## src/hdl/tga_image_stream_decoder_defines.svh

```systemverilog
// Assertion macros shared by the TGA stream decoder RTL.
`ifndef TGA_IMAGE_STREAM_DECODER_DEFINES_SVH
`define TGA_IMAGE_STREAM_DECODER_DEFINES_SVH

// Checks that the consequent holds in the same cycle as the antecedent.
`define TGAD_ASSERT_SAME(label, clk, rst, ante, cons) \
   label: assert property (@(posedge clk) disable iff (rst) (ante) |-> (cons)) \
      else $error("TGA decoder check failed in the same cycle.");

// Checks that the consequent holds in the cycle after the antecedent.
`define TGAD_ASSERT_NEXT(label, clk, rst, ante, cons) \
   label: assert property (@(posedge clk) disable iff (rst) (ante) |=> (cons)) \
      else $error("TGA decoder check failed in the following cycle.");

`endif

```

## src/hdl/tgad_pkg.sv

```systemverilog
// Types and constants shared by the TGA stream decoder modules.
`timescale 1ns / 1ps

package tgad_pkg;

   localparam logic [1:0] KIND_HEADER = 2'd0;
   localparam logic [1:0] KIND_PIXEL  = 2'd1;
   localparam logic [1:0] KIND_ERROR  = 2'd2;

   localparam logic [2:0] CHAN_RGB  = 3'd3;
   localparam logic [2:0] CHAN_RGBA = 3'd4;

   localparam logic [7:0] RLE_IMAGE_TYPE = 8'd10;
   localparam logic [4:0] HEADER_DEPTH_POS = 5'd16;
   localparam logic [7:0] RUN_FLAG_LIMIT = 8'd128;
   localparam logic [7:0] RUN_COUNT_BIAS = 8'd127;
   localparam logic [7:0] DEPTH_16 = 8'd16;
   localparam logic [7:0] DEPTH_24 = 8'd24;
   localparam logic [7:0] DEPTH_32 = 8'd32;
   localparam logic [4:0] CHANNEL_MASK = 5'h1f;

   typedef struct packed {
      logic [1:0]  kind;
      logic [7:0]  red;
      logic [7:0]  green;
      logic [7:0]  blue;
      logic [7:0]  alpha;
      logic [7:0]  repeat_res;
      logic [2:0]  channel_count;
      logic [15:0] image_width;
      logic [15:0] image_height;
      logic        last;
   } rsp_payload_type;

endpackage

```

## src/hdl/tgad_channels.sv

```systemverilog
// Handshake interfaces for the byte input channel and the result channel.
`timescale 1ns / 1ps

interface tgad_req_if;
   logic       valid;
   logic       ready;
   logic [7:0] data_byte;
   logic       start_of_file;

   modport source (output valid, output data_byte, output start_of_file, input ready);
   modport sink (input valid, input data_byte, input start_of_file, output ready);
endinterface

interface tgad_rsp_if;
   logic        valid;
   logic        ready;
   logic [1:0]  kind;
   logic [7:0]  red;
   logic [7:0]  green;
   logic [7:0]  blue;
   logic [7:0]  alpha;
   logic [7:0]  repeat_res;
   logic [2:0]  channel_count;
   logic [15:0] image_width;
   logic [15:0] image_height;
   logic        last;

   modport source (output valid, output kind, output red, output green, output blue,
                   output alpha, output repeat_res, output channel_count,
                   output image_width, output image_height, output last,
                   input ready);
   modport sink (input valid, input kind, input red, input green, input blue,
                 input alpha, input repeat_res, input channel_count,
                 input image_width, input image_height, input last,
                 output ready);
endinterface

```

## src/hdl/tgad_core.sv

```systemverilog
// Header parser and pixel decoder state with its combinational update logic.
`timescale 1ns / 1ps

module tgad_core (
   input  logic                      clock,
   input  logic                      reset,
   input  logic                      step,
   input  logic [7:0]                data_byte,
   input  logic                      start_of_file,
   output logic                      has_result,
   output tgad_pkg::rsp_payload_type result
);
   import tgad_pkg::*;

   localparam logic [1:0] PH_HEADER = 2'd0;
   localparam logic [1:0] PH_SKIP   = 2'd1;
   localparam logic [1:0] PH_PIXELS = 2'd2;
   localparam logic [1:0] PH_DONE   = 2'd3;

   logic [1:0]  phase_ff, phase_in, phase_cur;
   logic [4:0]  hpos_ff, hpos_in, hpos_cur;
   logic [7:0]  id_len_ff, id_len_in, id_len_cur;
   logic        rle_ff, rle_in, rle_cur;
   logic [15:0] width_ff, width_in, width_cur;
   logic [15:0] height_ff, height_in, height_cur;
   logic [5:0]  depth_ff, depth_in, depth_cur;
   logic [8:0]  skip_ff, skip_in, skip_cur;
   logic [31:0] pix_ff, pix_in, pix_cur;
   logic [7:0]  pkt_ff, pkt_in, pkt_cur;
   logic        pkt_run_ff, pkt_run_in, pkt_run_cur;
   logic [23:0] color_ff, color_in, color_cur;
   logic [1:0]  bip_ff, bip_in, bip_cur;

   logic        depth_ok;
   logic [2:0]  bpp;
   logic [23:0] color_base;
   logic [15:0] packed_555;
   logic [7:0]  rep_raw;
   logic [7:0]  rep_clip;
   logic [31:0] pix_left;
   logic [7:0]  pix_red, pix_green, pix_blue, pix_alpha;
   logic [2:0]  chan;

   always_comb begin
      if (start_of_file) begin
         phase_cur   = PH_HEADER;
         hpos_cur    = '0;
         id_len_cur  = '0;
         rle_cur     = 1'b0;
         width_cur   = '0;
         height_cur  = '0;
         depth_cur   = '0;
         skip_cur    = '0;
         pix_cur     = '0;
         pkt_cur     = '0;
         pkt_run_cur = 1'b0;
         color_cur   = '0;
         bip_cur     = '0;
      end else begin
         phase_cur   = phase_ff;
         hpos_cur    = hpos_ff;
         id_len_cur  = id_len_ff;
         rle_cur     = rle_ff;
         width_cur   = width_ff;
         height_cur  = height_ff;
         depth_cur   = depth_ff;
         skip_cur    = skip_ff;
         pix_cur     = pix_ff;
         pkt_cur     = pkt_ff;
         pkt_run_cur = pkt_run_ff;
         color_cur   = color_ff;
         bip_cur     = bip_ff;
      end
   end

   always_comb begin
      phase_in   = phase_cur;
      hpos_in    = hpos_cur;
      id_len_in  = id_len_cur;
      rle_in     = rle_cur;
      width_in   = width_cur;
      height_in  = height_cur;
      depth_in   = depth_cur;
      skip_in    = skip_cur;
      pix_in     = pix_cur;
      pkt_in     = pkt_cur;
      pkt_run_in = pkt_run_cur;
      color_in   = color_cur;
      bip_in     = bip_cur;

      depth_ok   = 1'b0;
      bpp        = depth_cur[5:3];
      color_base = '0;
      packed_555 = '0;
      rep_raw    = 8'd1;
      rep_clip   = 8'd1;
      pix_left   = pix_cur;
      pix_red    = '0;
      pix_green  = '0;
      pix_blue   = '0;
      pix_alpha  = '0;
      chan       = (depth_cur == DEPTH_32[5:0]) ? CHAN_RGBA : CHAN_RGB;
      has_result = 1'b0;
      result     = '0;

      case (phase_cur)
         PH_HEADER: begin
            case (hpos_cur)
               5'd0:  id_len_in = data_byte;
               5'd2:  rle_in = (data_byte == RLE_IMAGE_TYPE);
               5'd12: width_in = {width_cur[15:8], data_byte};
               5'd13: width_in = {data_byte, width_cur[7:0]};
               5'd14: height_in = {height_cur[15:8], data_byte};
               5'd15: height_in = {data_byte, height_cur[7:0]};
               default: ;
            endcase
            if (hpos_cur < HEADER_DEPTH_POS) begin
               hpos_in = hpos_cur + 5'd1;
            end else begin
               hpos_in  = '0;
               depth_in = data_byte[5:0];
               if (rle_cur) begin
                  depth_ok = (data_byte == DEPTH_24) || (data_byte == DEPTH_32);
               end else begin
                  depth_ok = (data_byte == DEPTH_16) || (data_byte == DEPTH_24) ||
                             (data_byte == DEPTH_32);
               end
               has_result          = 1'b1;
               result.image_width  = width_in;
               result.image_height = height_in;
               if (!depth_ok) begin
                  phase_in    = PH_DONE;
                  result.kind = KIND_ERROR;
               end else begin
                  skip_in    = {1'b0, id_len_cur} + 9'd1;
                  pix_in     = {16'd0, width_cur} * {16'd0, height_cur};
                  pkt_in     = '0;
                  pkt_run_in = 1'b0;
                  color_in   = '0;
                  bip_in     = '0;
                  phase_in   = PH_SKIP;
                  result.kind          = KIND_HEADER;
                  result.channel_count = (data_byte == DEPTH_32) ? CHAN_RGBA : CHAN_RGB;
               end
            end
         end
         PH_SKIP: begin
            if (skip_cur != '0) begin
               skip_in = skip_cur - 9'd1;
            end
            if (skip_in == '0) begin
               phase_in = (pix_cur != '0) ? PH_PIXELS : PH_DONE;
            end
         end
         PH_PIXELS: begin
            if (rle_cur && (pkt_cur == '0)) begin
               if (data_byte < RUN_FLAG_LIMIT) begin
                  pkt_run_in = 1'b0;
                  pkt_in     = data_byte + 8'd1;
               end else begin
                  pkt_run_in = 1'b1;
                  pkt_in     = data_byte - RUN_COUNT_BIAS;
               end
               bip_in = '0;
            end else begin
               color_base = (bip_cur == 2'd0) ? 24'd0 : color_cur;
               if (bip_cur != 2'd3) begin
                  color_in = color_base | ({16'd0, data_byte} << {bip_cur, 3'b000});
               end else begin
                  color_in = color_base;
               end
               if (({1'b0, bip_cur} + 3'd1) < bpp) begin
                  bip_in = bip_cur + 2'd1;
               end else begin
                  bip_in = '0;
                  if (bpp == 3'd2) begin
                     packed_555 = {data_byte, color_in[7:0]};
                     pix_blue   = {packed_555[4:0] & CHANNEL_MASK, 3'b000};
                     pix_green  = {packed_555[9:5] & CHANNEL_MASK, 3'b000};
                     pix_red    = {packed_555[14:10] & CHANNEL_MASK, 3'b000};
                  end else begin
                     pix_blue  = color_in[7:0];
                     pix_green = color_in[15:8];
                     pix_red   = color_in[23:16];
                     if (bpp == 3'd4) begin
                        pix_alpha = data_byte;
                     end
                  end
                  if (rle_cur) begin
                     if (pkt_run_cur) begin
                        rep_raw = pkt_cur;
                        pkt_in  = '0;
                     end else begin
                        pkt_in = pkt_cur - 8'd1;
                     end
                  end
                  if ({24'd0, rep_raw} > pix_cur) begin
                     rep_clip = pix_cur[7:0];
                  end else begin
                     rep_clip = rep_raw;
                  end
                  pix_left = pix_cur - {24'd0, rep_clip};
                  pix_in   = pix_left;
                  if (pix_left == '0) begin
                     phase_in = PH_DONE;
                  end
                  has_result           = 1'b1;
                  result.kind          = KIND_PIXEL;
                  result.red           = pix_red;
                  result.green         = pix_green;
                  result.blue          = pix_blue;
                  result.alpha         = pix_alpha;
                  result.repeat_res    = rep_clip;
                  result.channel_count = chan;
                  result.image_width   = width_cur;
                  result.image_height  = height_cur;
                  result.last          = (pix_left == '0);
               end
            end
         end
         default: ;
      endcase
   end

   always_ff @(posedge clock) begin
      if (reset) begin
         phase_ff   <= PH_HEADER;
         hpos_ff    <= '0;
         id_len_ff  <= '0;
         rle_ff     <= 1'b0;
         width_ff   <= '0;
         height_ff  <= '0;
         depth_ff   <= '0;
         skip_ff    <= '0;
         pix_ff     <= '0;
         pkt_ff     <= '0;
         pkt_run_ff <= 1'b0;
         color_ff   <= '0;
         bip_ff     <= '0;
      end else if (step) begin
         phase_ff   <= phase_in;
         hpos_ff    <= hpos_in;
         id_len_ff  <= id_len_in;
         rle_ff     <= rle_in;
         width_ff   <= width_in;
         height_ff  <= height_in;
         depth_ff   <= depth_in;
         skip_ff    <= skip_in;
         pix_ff     <= pix_in;
         pkt_ff     <= pkt_in;
         pkt_run_ff <= pkt_run_in;
         color_ff   <= color_in;
         bip_ff     <= bip_in;
      end
   end

endmodule

```

## src/hdl/tgad_out_reg.sv

```systemverilog
// Result register that drives the result channel and decides when the pipeline advances.
`timescale 1ns / 1ps

module tgad_out_reg (
   input  logic                      clock,
   input  logic                      reset,
   input  logic                      item_valid,
   input  logic                      has_result,
   input  tgad_pkg::rsp_payload_type result,
   output logic                      advance,
   tgad_rsp_if.source                rsp_ch
);
   import tgad_pkg::*;

   logic            valid_ff, valid_in;
   rsp_payload_type data_ff;
   logic            load;

   assign advance  = !valid_ff || rsp_ch.ready;
   assign load     = advance && item_valid && has_result;
   assign valid_in = advance ? load : valid_ff;

   always_ff @(posedge clock) begin
      if (reset) begin
         valid_ff <= 1'b0;
      end else begin
         valid_ff <= valid_in;
      end
   end

   always_ff @(posedge clock) begin
      if (load) begin
         data_ff <= result;
      end
   end

   assign rsp_ch.valid         = valid_ff;
   assign rsp_ch.kind          = data_ff.kind;
   assign rsp_ch.red           = data_ff.red;
   assign rsp_ch.green         = data_ff.green;
   assign rsp_ch.blue          = data_ff.blue;
   assign rsp_ch.alpha         = data_ff.alpha;
   assign rsp_ch.repeat_res    = data_ff.repeat_res;
   assign rsp_ch.channel_count = data_ff.channel_count;
   assign rsp_ch.image_width   = data_ff.image_width;
   assign rsp_ch.image_height  = data_ff.image_height;
   assign rsp_ch.last          = data_ff.last;

endmodule

```

## src/hdl/tga_image_stream_decoder.sv

```systemverilog
// Top level of the TGA byte stream decoder.
// The decoder takes a TGA file one byte per transfer on req_ch and returns
// header, pixel and error results on rsp_ch. A byte marked start_of_file
// restarts header parsing before it is used. On the depth byte of the header
// one header result (or one error result for an unsupported depth) is sent,
// the descriptor byte and the ID field are skipped, and the pixel bytes then
// give one pixel result per pixel, or per run for run-length packets, with a
// repeat count.
// Each byte passes an input register and then the decoder state update,
// which loads the result register, so a result appears on rsp_ch once the
// byte that completes it has left the input register, and it can be
// transferred at the next rising edge. One byte is taken every cycle while
// no held result stalls the input; the core's state update sets that rate.
// Bytes that complete no result leave nothing on rsp_ch.
// Reset is synchronous and returns the decoder to header parsing with no
// result pending. When the receiver holds rsp_ch.ready low, the result stays
// on the channel, one more byte can wait in the input register, and req_ch
// then stalls until the result is transferred.
`timescale 1ns / 1ps
`include "tga_image_stream_decoder_defines.svh"

module tga_image_stream_decoder (
   input logic        clock,
   input logic        reset,
   tgad_req_if.sink   req_ch,
   tgad_rsp_if.source rsp_ch
);
   import tgad_pkg::*;

   logic            s1_valid_ff, s1_valid_in;
   logic [7:0]      s1_byte_ff;
   logic            s1_sof_ff;
   logic            advance;
   logic            accept;
   logic            step;
   logic            has_result;
   rsp_payload_type result;

   assign req_ch.ready = !s1_valid_ff || advance;
   assign accept       = req_ch.valid && req_ch.ready;
   assign step         = s1_valid_ff && advance;
   assign s1_valid_in  = accept ? 1'b1 : (advance ? 1'b0 : s1_valid_ff);

   always_ff @(posedge clock) begin
      if (reset) begin
         s1_valid_ff <= 1'b0;
      end else begin
         s1_valid_ff <= s1_valid_in;
      end
   end

   always_ff @(posedge clock) begin
      if (accept) begin
         s1_byte_ff <= req_ch.data_byte;
         s1_sof_ff  <= req_ch.start_of_file;
      end
   end

   tgad_core u_core (
      .clock         (clock),
      .reset         (reset),
      .step          (step),
      .data_byte     (s1_byte_ff),
      .start_of_file (s1_sof_ff),
      .has_result    (has_result),
      .result        (result)
   );

   tgad_out_reg u_out_reg (
      .clock      (clock),
      .reset      (reset),
      .item_valid (s1_valid_ff),
      .has_result (has_result),
      .result     (result),
      .advance    (advance),
      .rsp_ch     (rsp_ch)
   );

   `TGAD_ASSERT_NEXT(a_held_byte_kept, clock, reset, s1_valid_ff && !advance, s1_valid_ff && $stable(s1_byte_ff) && $stable(s1_sof_ff))
   `TGAD_ASSERT_SAME(a_pixel_channels, clock, reset, rsp_ch.valid && (rsp_ch.kind == KIND_PIXEL), (rsp_ch.channel_count == CHAN_RGB) || (rsp_ch.channel_count == CHAN_RGBA))
   `TGAD_ASSERT_SAME(a_pixel_repeat, clock, reset, rsp_ch.valid && (rsp_ch.kind == KIND_PIXEL), rsp_ch.repeat_res != 8'd0)
   `TGAD_ASSERT_SAME(a_error_empty, clock, reset, rsp_ch.valid && (rsp_ch.kind == KIND_ERROR), (rsp_ch.channel_count == 3'd0) && (rsp_ch.repeat_res == 8'd0) && !rsp_ch.last)

endmodule
```

## src/flat_wrapper.sv

```systemverilog
// flat-port wrapper written by rule: the top's interface ports become plain ports
module tga_image_stream_decoder_flat import tgad_pkg::*;
  (clock, reset, req_ch_valid, req_ch_data_byte, req_ch_start_of_file, req_ch_ready, rsp_ch_valid, rsp_ch_kind, rsp_ch_red, rsp_ch_green, rsp_ch_blue, rsp_ch_alpha, rsp_ch_repeat_res, rsp_ch_channel_count, rsp_ch_image_width, rsp_ch_image_height, rsp_ch_last, rsp_ch_ready);
  tgad_req_if req_ch_i ();
  tgad_rsp_if rsp_ch_i ();
  input logic clock;
  input logic reset;
  input wire logic [$bits(req_ch_i.valid)-1:0] req_ch_valid;
  input wire logic [$bits(req_ch_i.data_byte)-1:0] req_ch_data_byte;
  input wire logic [$bits(req_ch_i.start_of_file)-1:0] req_ch_start_of_file;
  output wire logic [$bits(req_ch_i.ready)-1:0] req_ch_ready;
  output wire logic [$bits(rsp_ch_i.valid)-1:0] rsp_ch_valid;
  output wire logic [$bits(rsp_ch_i.kind)-1:0] rsp_ch_kind;
  output wire logic [$bits(rsp_ch_i.red)-1:0] rsp_ch_red;
  output wire logic [$bits(rsp_ch_i.green)-1:0] rsp_ch_green;
  output wire logic [$bits(rsp_ch_i.blue)-1:0] rsp_ch_blue;
  output wire logic [$bits(rsp_ch_i.alpha)-1:0] rsp_ch_alpha;
  output wire logic [$bits(rsp_ch_i.repeat_res)-1:0] rsp_ch_repeat_res;
  output wire logic [$bits(rsp_ch_i.channel_count)-1:0] rsp_ch_channel_count;
  output wire logic [$bits(rsp_ch_i.image_width)-1:0] rsp_ch_image_width;
  output wire logic [$bits(rsp_ch_i.image_height)-1:0] rsp_ch_image_height;
  output wire logic [$bits(rsp_ch_i.last)-1:0] rsp_ch_last;
  input wire logic [$bits(rsp_ch_i.ready)-1:0] rsp_ch_ready;
  assign req_ch_i.valid = req_ch_valid;
  assign req_ch_i.data_byte = req_ch_data_byte;
  assign req_ch_i.start_of_file = req_ch_start_of_file;
  assign req_ch_ready = req_ch_i.ready;
  assign rsp_ch_valid = rsp_ch_i.valid;
  assign rsp_ch_kind = rsp_ch_i.kind;
  assign rsp_ch_red = rsp_ch_i.red;
  assign rsp_ch_green = rsp_ch_i.green;
  assign rsp_ch_blue = rsp_ch_i.blue;
  assign rsp_ch_alpha = rsp_ch_i.alpha;
  assign rsp_ch_repeat_res = rsp_ch_i.repeat_res;
  assign rsp_ch_channel_count = rsp_ch_i.channel_count;
  assign rsp_ch_image_width = rsp_ch_i.image_width;
  assign rsp_ch_image_height = rsp_ch_i.image_height;
  assign rsp_ch_last = rsp_ch_i.last;
  assign rsp_ch_i.ready = rsp_ch_ready;
  tga_image_stream_decoder u_core (.clock(clock), .reset(reset), .req_ch(req_ch_i), .rsp_ch(rsp_ch_i));
endmodule
```

## config.mk

```make
export PLATFORM = sky130hd
export DESIGN_NAME = tga_image_stream_decoder_flat
export DESIGN_NICKNAME = d
export VERILOG_FILES = /design/src/hdl/tgad_pkg.sv /design/src/hdl/tgad_channels.sv /design/src/hdl/tgad_core.sv /design/src/hdl/tgad_out_reg.sv /design/src/hdl/tga_image_stream_decoder.sv /design/src/flat_wrapper.sv
export VERILOG_INCLUDE_DIRS = /design/src /design/src/hdl
export SDC_FILE = /design/constraint.sdc
export NUM_CORES = 1
export LEC_CHECK = 0
export ABC_CLOCK_PERIOD_IN_PS = 15800
export BUFFER_PORTS_ARGS = -buffer_cell sky130_fd_sc_hd__buf_2
export CAP_MARGIN = 40
export CORE_UTILIZATION = 55
export DETAILED_ROUTE_END_ITERATION = 16
export GPL_TIMING_DRIVEN = 0
export PLACE_DENSITY = 0.73
export SLEW_MARGIN = 40
export SYNTH_ARGS = -nofsm -noshare
export SYNTH_HDL_FRONTEND = slang
export SYNTH_SLANG_ARGS = --single-unit
export TNS_END_PERCENT = 50
```

## constraint.sdc

```tcl
create_clock -name clock -period 15.8 [get_ports clock]
set_clock_uncertainty 0.05 [all_clocks]
set_input_delay 2.37 -clock clock [delete_from_list [all_inputs] [get_ports clock]]
set_output_delay 2.37 -clock clock [all_outputs]
set_load 0.05 [all_outputs]
```

Word level (Yosys, flattened, before mapping)
Cells that the tools add are included.
- add/subtract/negate cells: 9
- multiply operators: 1
- divide/modulo/power cells: 0
- magnitude comparators: 4
- equality and inequality tests: 15
- shifts and indexed selects: 1
- muxes and demuxes: 100
- bitwise logic cells: 3
- reductions and logical operators: 23
- operators with widths (kind ; count):
    $mux 8 ; 25
    $mux 32 ; 5
    $mux 77 ; 2
    $mux 24 ; 6
    $pmux 35 s2 ; 1
    $mux 16 ; 4
    $pmux 16 s2 ; 2
    $pmux 32 s2 ; 1
    $pmux 24 s2 ; 1
    $mux 9 ; 5
    $mux 35 ; 1
    $gt 8x32->1 ; 1
    $logic_not 32->1 ; 1
    $mul 16x16->32 ; 1
    $reduce_bool 32->1 ; 1
    $sub 32x8->32 ; 1
    $mux 2 ; 14
    $or 24x24->24 ; 1
    $shl 8x5->24 ; 1
    $eq 5x4->1 const B ; 4
    $mux 6 ; 3
    $pmux 9 s2 ; 1
    $mux 1 ; 17
    $eq 8x5->1 const B ; 2
    39 further kinds ; 55
- register bits: 219
- bits in latches: 0
- RAM bits: 0
- bits in read-only memories: 0
- input port bits: 13
- output and inout bits: 80
- logic and storage cells: 186
- memories: 0

Logic depth before layout (Yosys ltp)
- word-level depth: 17
- depth in mapped cells: 31
- gate-level depth less buffers: 24

Cells and area by module
Synthesis repeated with hierarchy kept, for this count alone.
- cells, all modules: 2557
- area total of the unflattened synthesis: 21249.1 sq um
- by module, submodules not included (module ; times used ; cells each ; area an instance (sq um) ; sequential area each (sq um)):
    tgad_core ; 1 ; 2459 ; 18511.5 ; 2602.5
    tgad_out_reg ; 1 ; 83 ; 2404.8 ; 2362.3
    tga_image_stream_decoder ; 1 ; 15 ; 332.8 ; 290.3

Least setup slack after synthesis
OpenSTA, ideal clock, no wires.
- path type: reg2reg
- start: register u_core.s1_sof_ff
- end: register u_core.u_core.pix_ff[28]
- setup time: 133 ps
- arrival time: 7296 ps
- required time: 15617 ps
- path slack: 8321 ps
- cell stages (with the launch flop): 32
- path buffers: 8
- clock period less this slack: 7479 ps
- cell sequence: edfxtp_1 -> buf_4 -> buf_2 -> buf_2 -> buf_2 -> buf_2 -> buf_2 -> clkbuf_1 -> nor2b_1 -> clkbuf_1 -> nand2_1 -> fa_1 -> inv_1 -> fa_1 -> inv_1 -> fa_1 -> inv_1 -> fa_1 -> inv_1 -> fa_1 -> fa_1 -> inv_1 -> ha_1 -> a211oi_1 -> o211ai_1 -> a221oi_1 -> nand3_1 -> o31ai_1 -> o21ai_0 -> xor2_1 -> a21oi_1 -> nor3_1
- longest elaborated chain between the ends: 15
- elaborated cells between the ends (all ways): 37
- classes of those cells: add/sub (2); mul (1); order compare (3); eq/ne (1); mux (27); reduce/logical (3)
- RTL lines (what ; RTL line ; text):
    from (decl) ; tga_image_stream_decoder.sv:32 ; logic s1_sof_ff;
    from (signal assigned) ; tga_image_stream_decoder.sv:55 ; s1_sof_ff <= req_ch.start_of_file;
    $mux 8 / $mux 1 (equally long branches) ; tgad_core.sv:45 ; if (start_of_file) begin
    $mux 8 ; tgad_core.sv:190 ; if (pkt_run_cur) begin
    $mux 8 ; tgad_core.sv:189 ; if (rle_cur) begin
    $mux 8 ; tgad_core.sv:172 ; if (({1'b0, bip_cur} + 3'd1) < bpp) begin
    $mux 8 ; tgad_core.sv:156 ; if (rle_cur && (pkt_cur == '0)) begin
    $mux 8 ; tgad_core.sv:106 ; case (phase_cur)
    $gt 8x32->1 ; tgad_core.sv:197 ; if ({24'd0, rep_raw} > pix_cur) begin
    $mux 8 ; tgad_core.sv:197 ;
    $mux 8 ; tgad_core.sv:172 ;
    $mux 8 ; tgad_core.sv:156 ;
    $mux 8 ; tgad_core.sv:106 ;
    $sub 32x8->32 ; tgad_core.sv:202 ; pix_left = pix_cur - {24'd0, rep_clip};
    $mux 32 ; tgad_core.sv:172 ;
    $mux 32 ; tgad_core.sv:156 ;
    $pmux 32 s2 (*) ; tgad_core.sv:106 ;
    to (signal assigned) ; tgad_core.sv:249 ; pix_ff <= pix_in;
    to (decl) ; tgad_core.sv:28 ; logic [31:0] pix_ff, pix_in, pix_cur;
Every way passes the cells marked *; elsewhere a longest branch is shown, timed or not. The select of a mux whose other input is x is not followed.
A chain may end at the register's enable or synchronous reset.

Worst setup path after layout
- start: register u_core.s1_sof_ff
- end: register u_core.u_core.pix_ff[26]
The elaborated chain is that of the path after synthesis.

==> run summary <==
Pins Over Slew Limit -> 0
Slowest Stage Delay on Critical Path -> 0.67 ns
Net Sw Power -> 0.419 mW
Post-synth EDFFs -> 86
kind of capture point of the worst setup path -> flop
drt wl/cell -> 23.3 µm
cell type with the highest occurrence count on the critical path -> sky130_fd_sc_hd__fa_1
total iterations of the first detailed-routing run -> 6
Total Routed Length -> 71.4 mm
GR Overflow Total -> 0
net switching share of the total power -> 30.1%
Bufs and invs on worst path -> 14
Mapped Area -> 20700 µm²
io pins -> 93
maximum fanout along the worst path -> 10
count of standard-cell rows -> 70
final hold vios -> 0
most common cell after layout, fill and taps aside -> sky130_fd_sc_hd__nand2_1
sequential area share after synthesis -> 25.2%
startpoint kind of the worst setup timing path -> flop
sequential group share of total power -> 43.2%
worst setup path startpoint -> u_core.s1_sof_ff$_DFFE_PP_
Vert. Die Dim -> 196 µm
global-route wire length before repair -> 109 mm
number of standard cells in the layout, taps in and fillers out -> 3060
Resized Gates After CTS -> 0
setup TNS -> 0 ns
required time at the endpoint of the critical path -> 16.22 ns
leakage power -> 9.51 nW
clock slew seen by the registers of the worst setup and hold paths -> 0.06 ns
synthesis-to-layout area growth -> 9.37%
final cell utilization of the core -> 61.5%
achievable clock frequency -> 100 MHz
post-layout total power -> 1.39 mW
count of cell types in the netlist -> 81
unrepaired setup endpoints after global routing -> false
worst r2r src -> u_core.s1_sof_ff$_DFFE_PP_
Floorplan Core Area -> 36800 µm²
Syn Nets -> 2795
All-Layer GR Usage -> 37.2%
family with the most delay on the worst path -> adder cells
IO buf count -> 91
setup fix buffers added after clock tree synthesis -> 0
number of buffers on the longest clock path -> 3
Slowest-stage cell, CP -> sky130_fd_sc_hd__nor2b_1
Fillers -> 3271
maximum number of pins on one net before global-route repair -> 24
Placer Congestion -> 0.992
commonest non-fill, non-tap cells in the layout -> 295 x sky130_fd_sc_hd__nand2_1, 280 x sky130_fd_sc_hd__inv_1, 224 x sky130_fd_sc_hd__nor2_1, 195 x sky130_fd_sc_hd__fa_1, 135 x sky130_fd_sc_hd__ha_1
final critical-path required period -> 9.97 ns
setup ws final -> 5.83 ns
clock power share -> 39.8%
setup slack after placement -> 6.08 ns
share of flip-flops with an asynchronous set or reset after synthesis -> 0%
CTS tree -> done
Die Outline Area -> 38400 µm²
antenna violations before repair -> 1
fraction of the cycle the final worst path needs -> 63.1%
total half-perimeter wirelength after legalization and detailed placement -> 54.8 mm
TritonCTS sink count -> 218
top flip-flop cell by instance count after synthesis -> sky130_fd_sc_hd__dfxtp_1
transition time at the pin with the least slew margin -> 0.908 ns
Setup violations, final -> 0
mean area per synthesized cell -> 8.44 µm²
clk_lat worst skew -> 0.56 ns
number of buffers added by the clock tree synthesis step -> 24
DRC violation count after routing -> 0
Post-CTS Hold Fix Bufs -> 0
status -> finished, final reports clean
signal arrival time at the worst endpoint -> 10.39 ns
multi-input gate area in the final layout -> 13900 µm²
worst min-delay path category -> flop to flop
number of design-rule violations left by the first detailed-router iteration -> 2208
Comb power frac -> 16.9%
internal power contribution -> 0.972 mW
depth of the CTS H-tree -> 1
starting utilization of the core area -> 56.3%
critical setup path kind -> flop to flop
horizontal die dimension -> 196 µm
number of global-route vias before repair -> 19200
dpl cells -> 3016
count of nets after finishing -> 2917
area of all placed cells without fillers -> 22600 µm²
max cap viols -> 0
buffer cell driving the clock tree root -> sky130_fd_sc_hd__clkbuf_16
post-synthesis instance total -> 2452
startpoint of the worst hold path -> u_core.u_core.color_ff[15]$_SDFFE_PP0P_
total inserted antenna cells -> 0
Yosys warning total -> 0
max_slew headroom -> 39.4%
Post-DP Area -> 21800 µm²
detailed-route vias per instance -> 6.33
post-route ant nets -> 0
share of layout cells above drive strength 1 -> 7.64%
worst vdd ir -> 0.0863 mV
Reg area -> 5230 µm²
FF+latch count, synth -> 218
Hold Worst Slack -> 0.431 ns
count of vias placed by the detailed router -> 19400
total power density per cell area -> 61.5 nW/µm²
synth_stat cells (all sizes together), types with 7 or more instances:
| cell | count | area (µm²) |
|---|---|---|
| a211oi | 29 | 223 |
| a21o | 13 | 97.6 |
| a21oi | 110 | 554 |
| a22o | 13 | 114 |
| a22oi | 78 | 586 |
| a31oi | 20 | 125 |
| a32oi | 12 | 105 |
| and2 | 96 | 601 |
| and3 | 16 | 100 |
| buf | 34 | 171 |
| clkbuf | 121 | 454 |
| dfxtp | 132 | 2640 |
| edfxtp | 86 | 2580 |
| fa | 195 | 3900 |
| ha | 135 | 1690 |
| inv | 281 | 1050 |
| mux2i | 14 | 140 |
| nand2 | 296 | 1110 |
| nand2b | 19 | 119 |
| nand3 | 29 | 145 |
| nand4 | 10 | 62.6 |
| nor2 | 227 | 855 |
| nor2b | 81 | 507 |
| nor3 | 67 | 345 |
| nor4 | 27 | 175 |
| o211ai | 8 | 60.1 |
| o21a | 11 | 82.6 |
| o21ai | 107 | 536 |
| o22ai | 13 | 87.6 |
| o31ai | 9 | 67.6 |
| o32ai | 7 | 61.3 |
| or2 | 8 | 50.1 |
| or3 | 9 | 61.3 |
| or4 | 13 | 113 |
| xnor2 | 30 | 263 |
| xor2 | 19 | 166 |
kinds of logic after synthesis:
| family | share of synthesized area [%] |
|---|---|
| adders and majority gates | 27.0 |
| muxes | 0.677 |
| xor gates and xnor gates | 2.07 |
| DFF | 25.2 |
| AOI/OAI and AO/OA | 15.8 |
| buffers and inverters | 8.12 |
| and+or+nand+nor | 21.1 |
power groups by stage:
stage	Sequential, mW	Clock (mW)	Combinational (mW)
2_1_floorplan	0.609	0	0.151
3_3_place_gp	0.612	0	0.221
3_5_place_dp	0.613	0	0.224
4_1_cts	0.601	0.556	0.225
5_1_grt	0.602	0.576	0.248
6_report	0.602	0.554	0.236
worst register-to-register path: cells and delay by family (launching register included):
family	cells	cell delay [ns]
simple gates	4	1.18
xor+xnor	1	0.24
flops	1	0.39
compound gates	6	1.57
fa+ha+maj	7	3.43
buf+inv	14	3.02
worst paths after layout:
kind	to	slack, ns	cells past startpoint
worst min-delay path	u_core.u_core.color_ff[15]$_SDFFE_PP0P_	0.43	2
worst max-delay path	u_core.u_core.pix_ff[26]$_SDFFE_PP0P_	5.83	32
worst min register to register	u_core.u_core.color_ff[15]$_SDFFE_PP0P_	0.43	2
worst max register to register	u_core.u_core.pix_ff[26]$_SDFFE_PP0P_	5.83	32
flip-flops by register name, summed over array words and instances (netlist names), 9 cells and up:
register and cells:
u_core.u_core.height_ff 16, u_core.u_out_reg.rsp_ch.image_height 16, u_core.u_core.pix_ff 32, u_core.u_core.color_ff 24
u_core.u_out_reg.rsp_ch.image_width 16, u_core.u_core.width_ff 16, u_core.u_core.skip_ff 9
per-layer routing:
layer	vias up	global-route usage, %	wire [µm]
li1	8530	-	-
met1	9438	47.9	28000
met2	1168	59.4	32100
met3	249	8.82	7710
met4	0	17.3	3620
met5	-	0	0
final cells by class:
class / count / share of cell area (%)
inverter: 281 / 4.66
clock buffer: 33 / 2.90
timing repair buffer: 96 / 2.33
multi-input combinational: 1798 / 61.2
tap: 468 / 2.59
clock inverter: 11 / 0.431
buffer: 155 / 2.79
sequential: 218 / 23.1
Power figures use the tool's default switching activity.
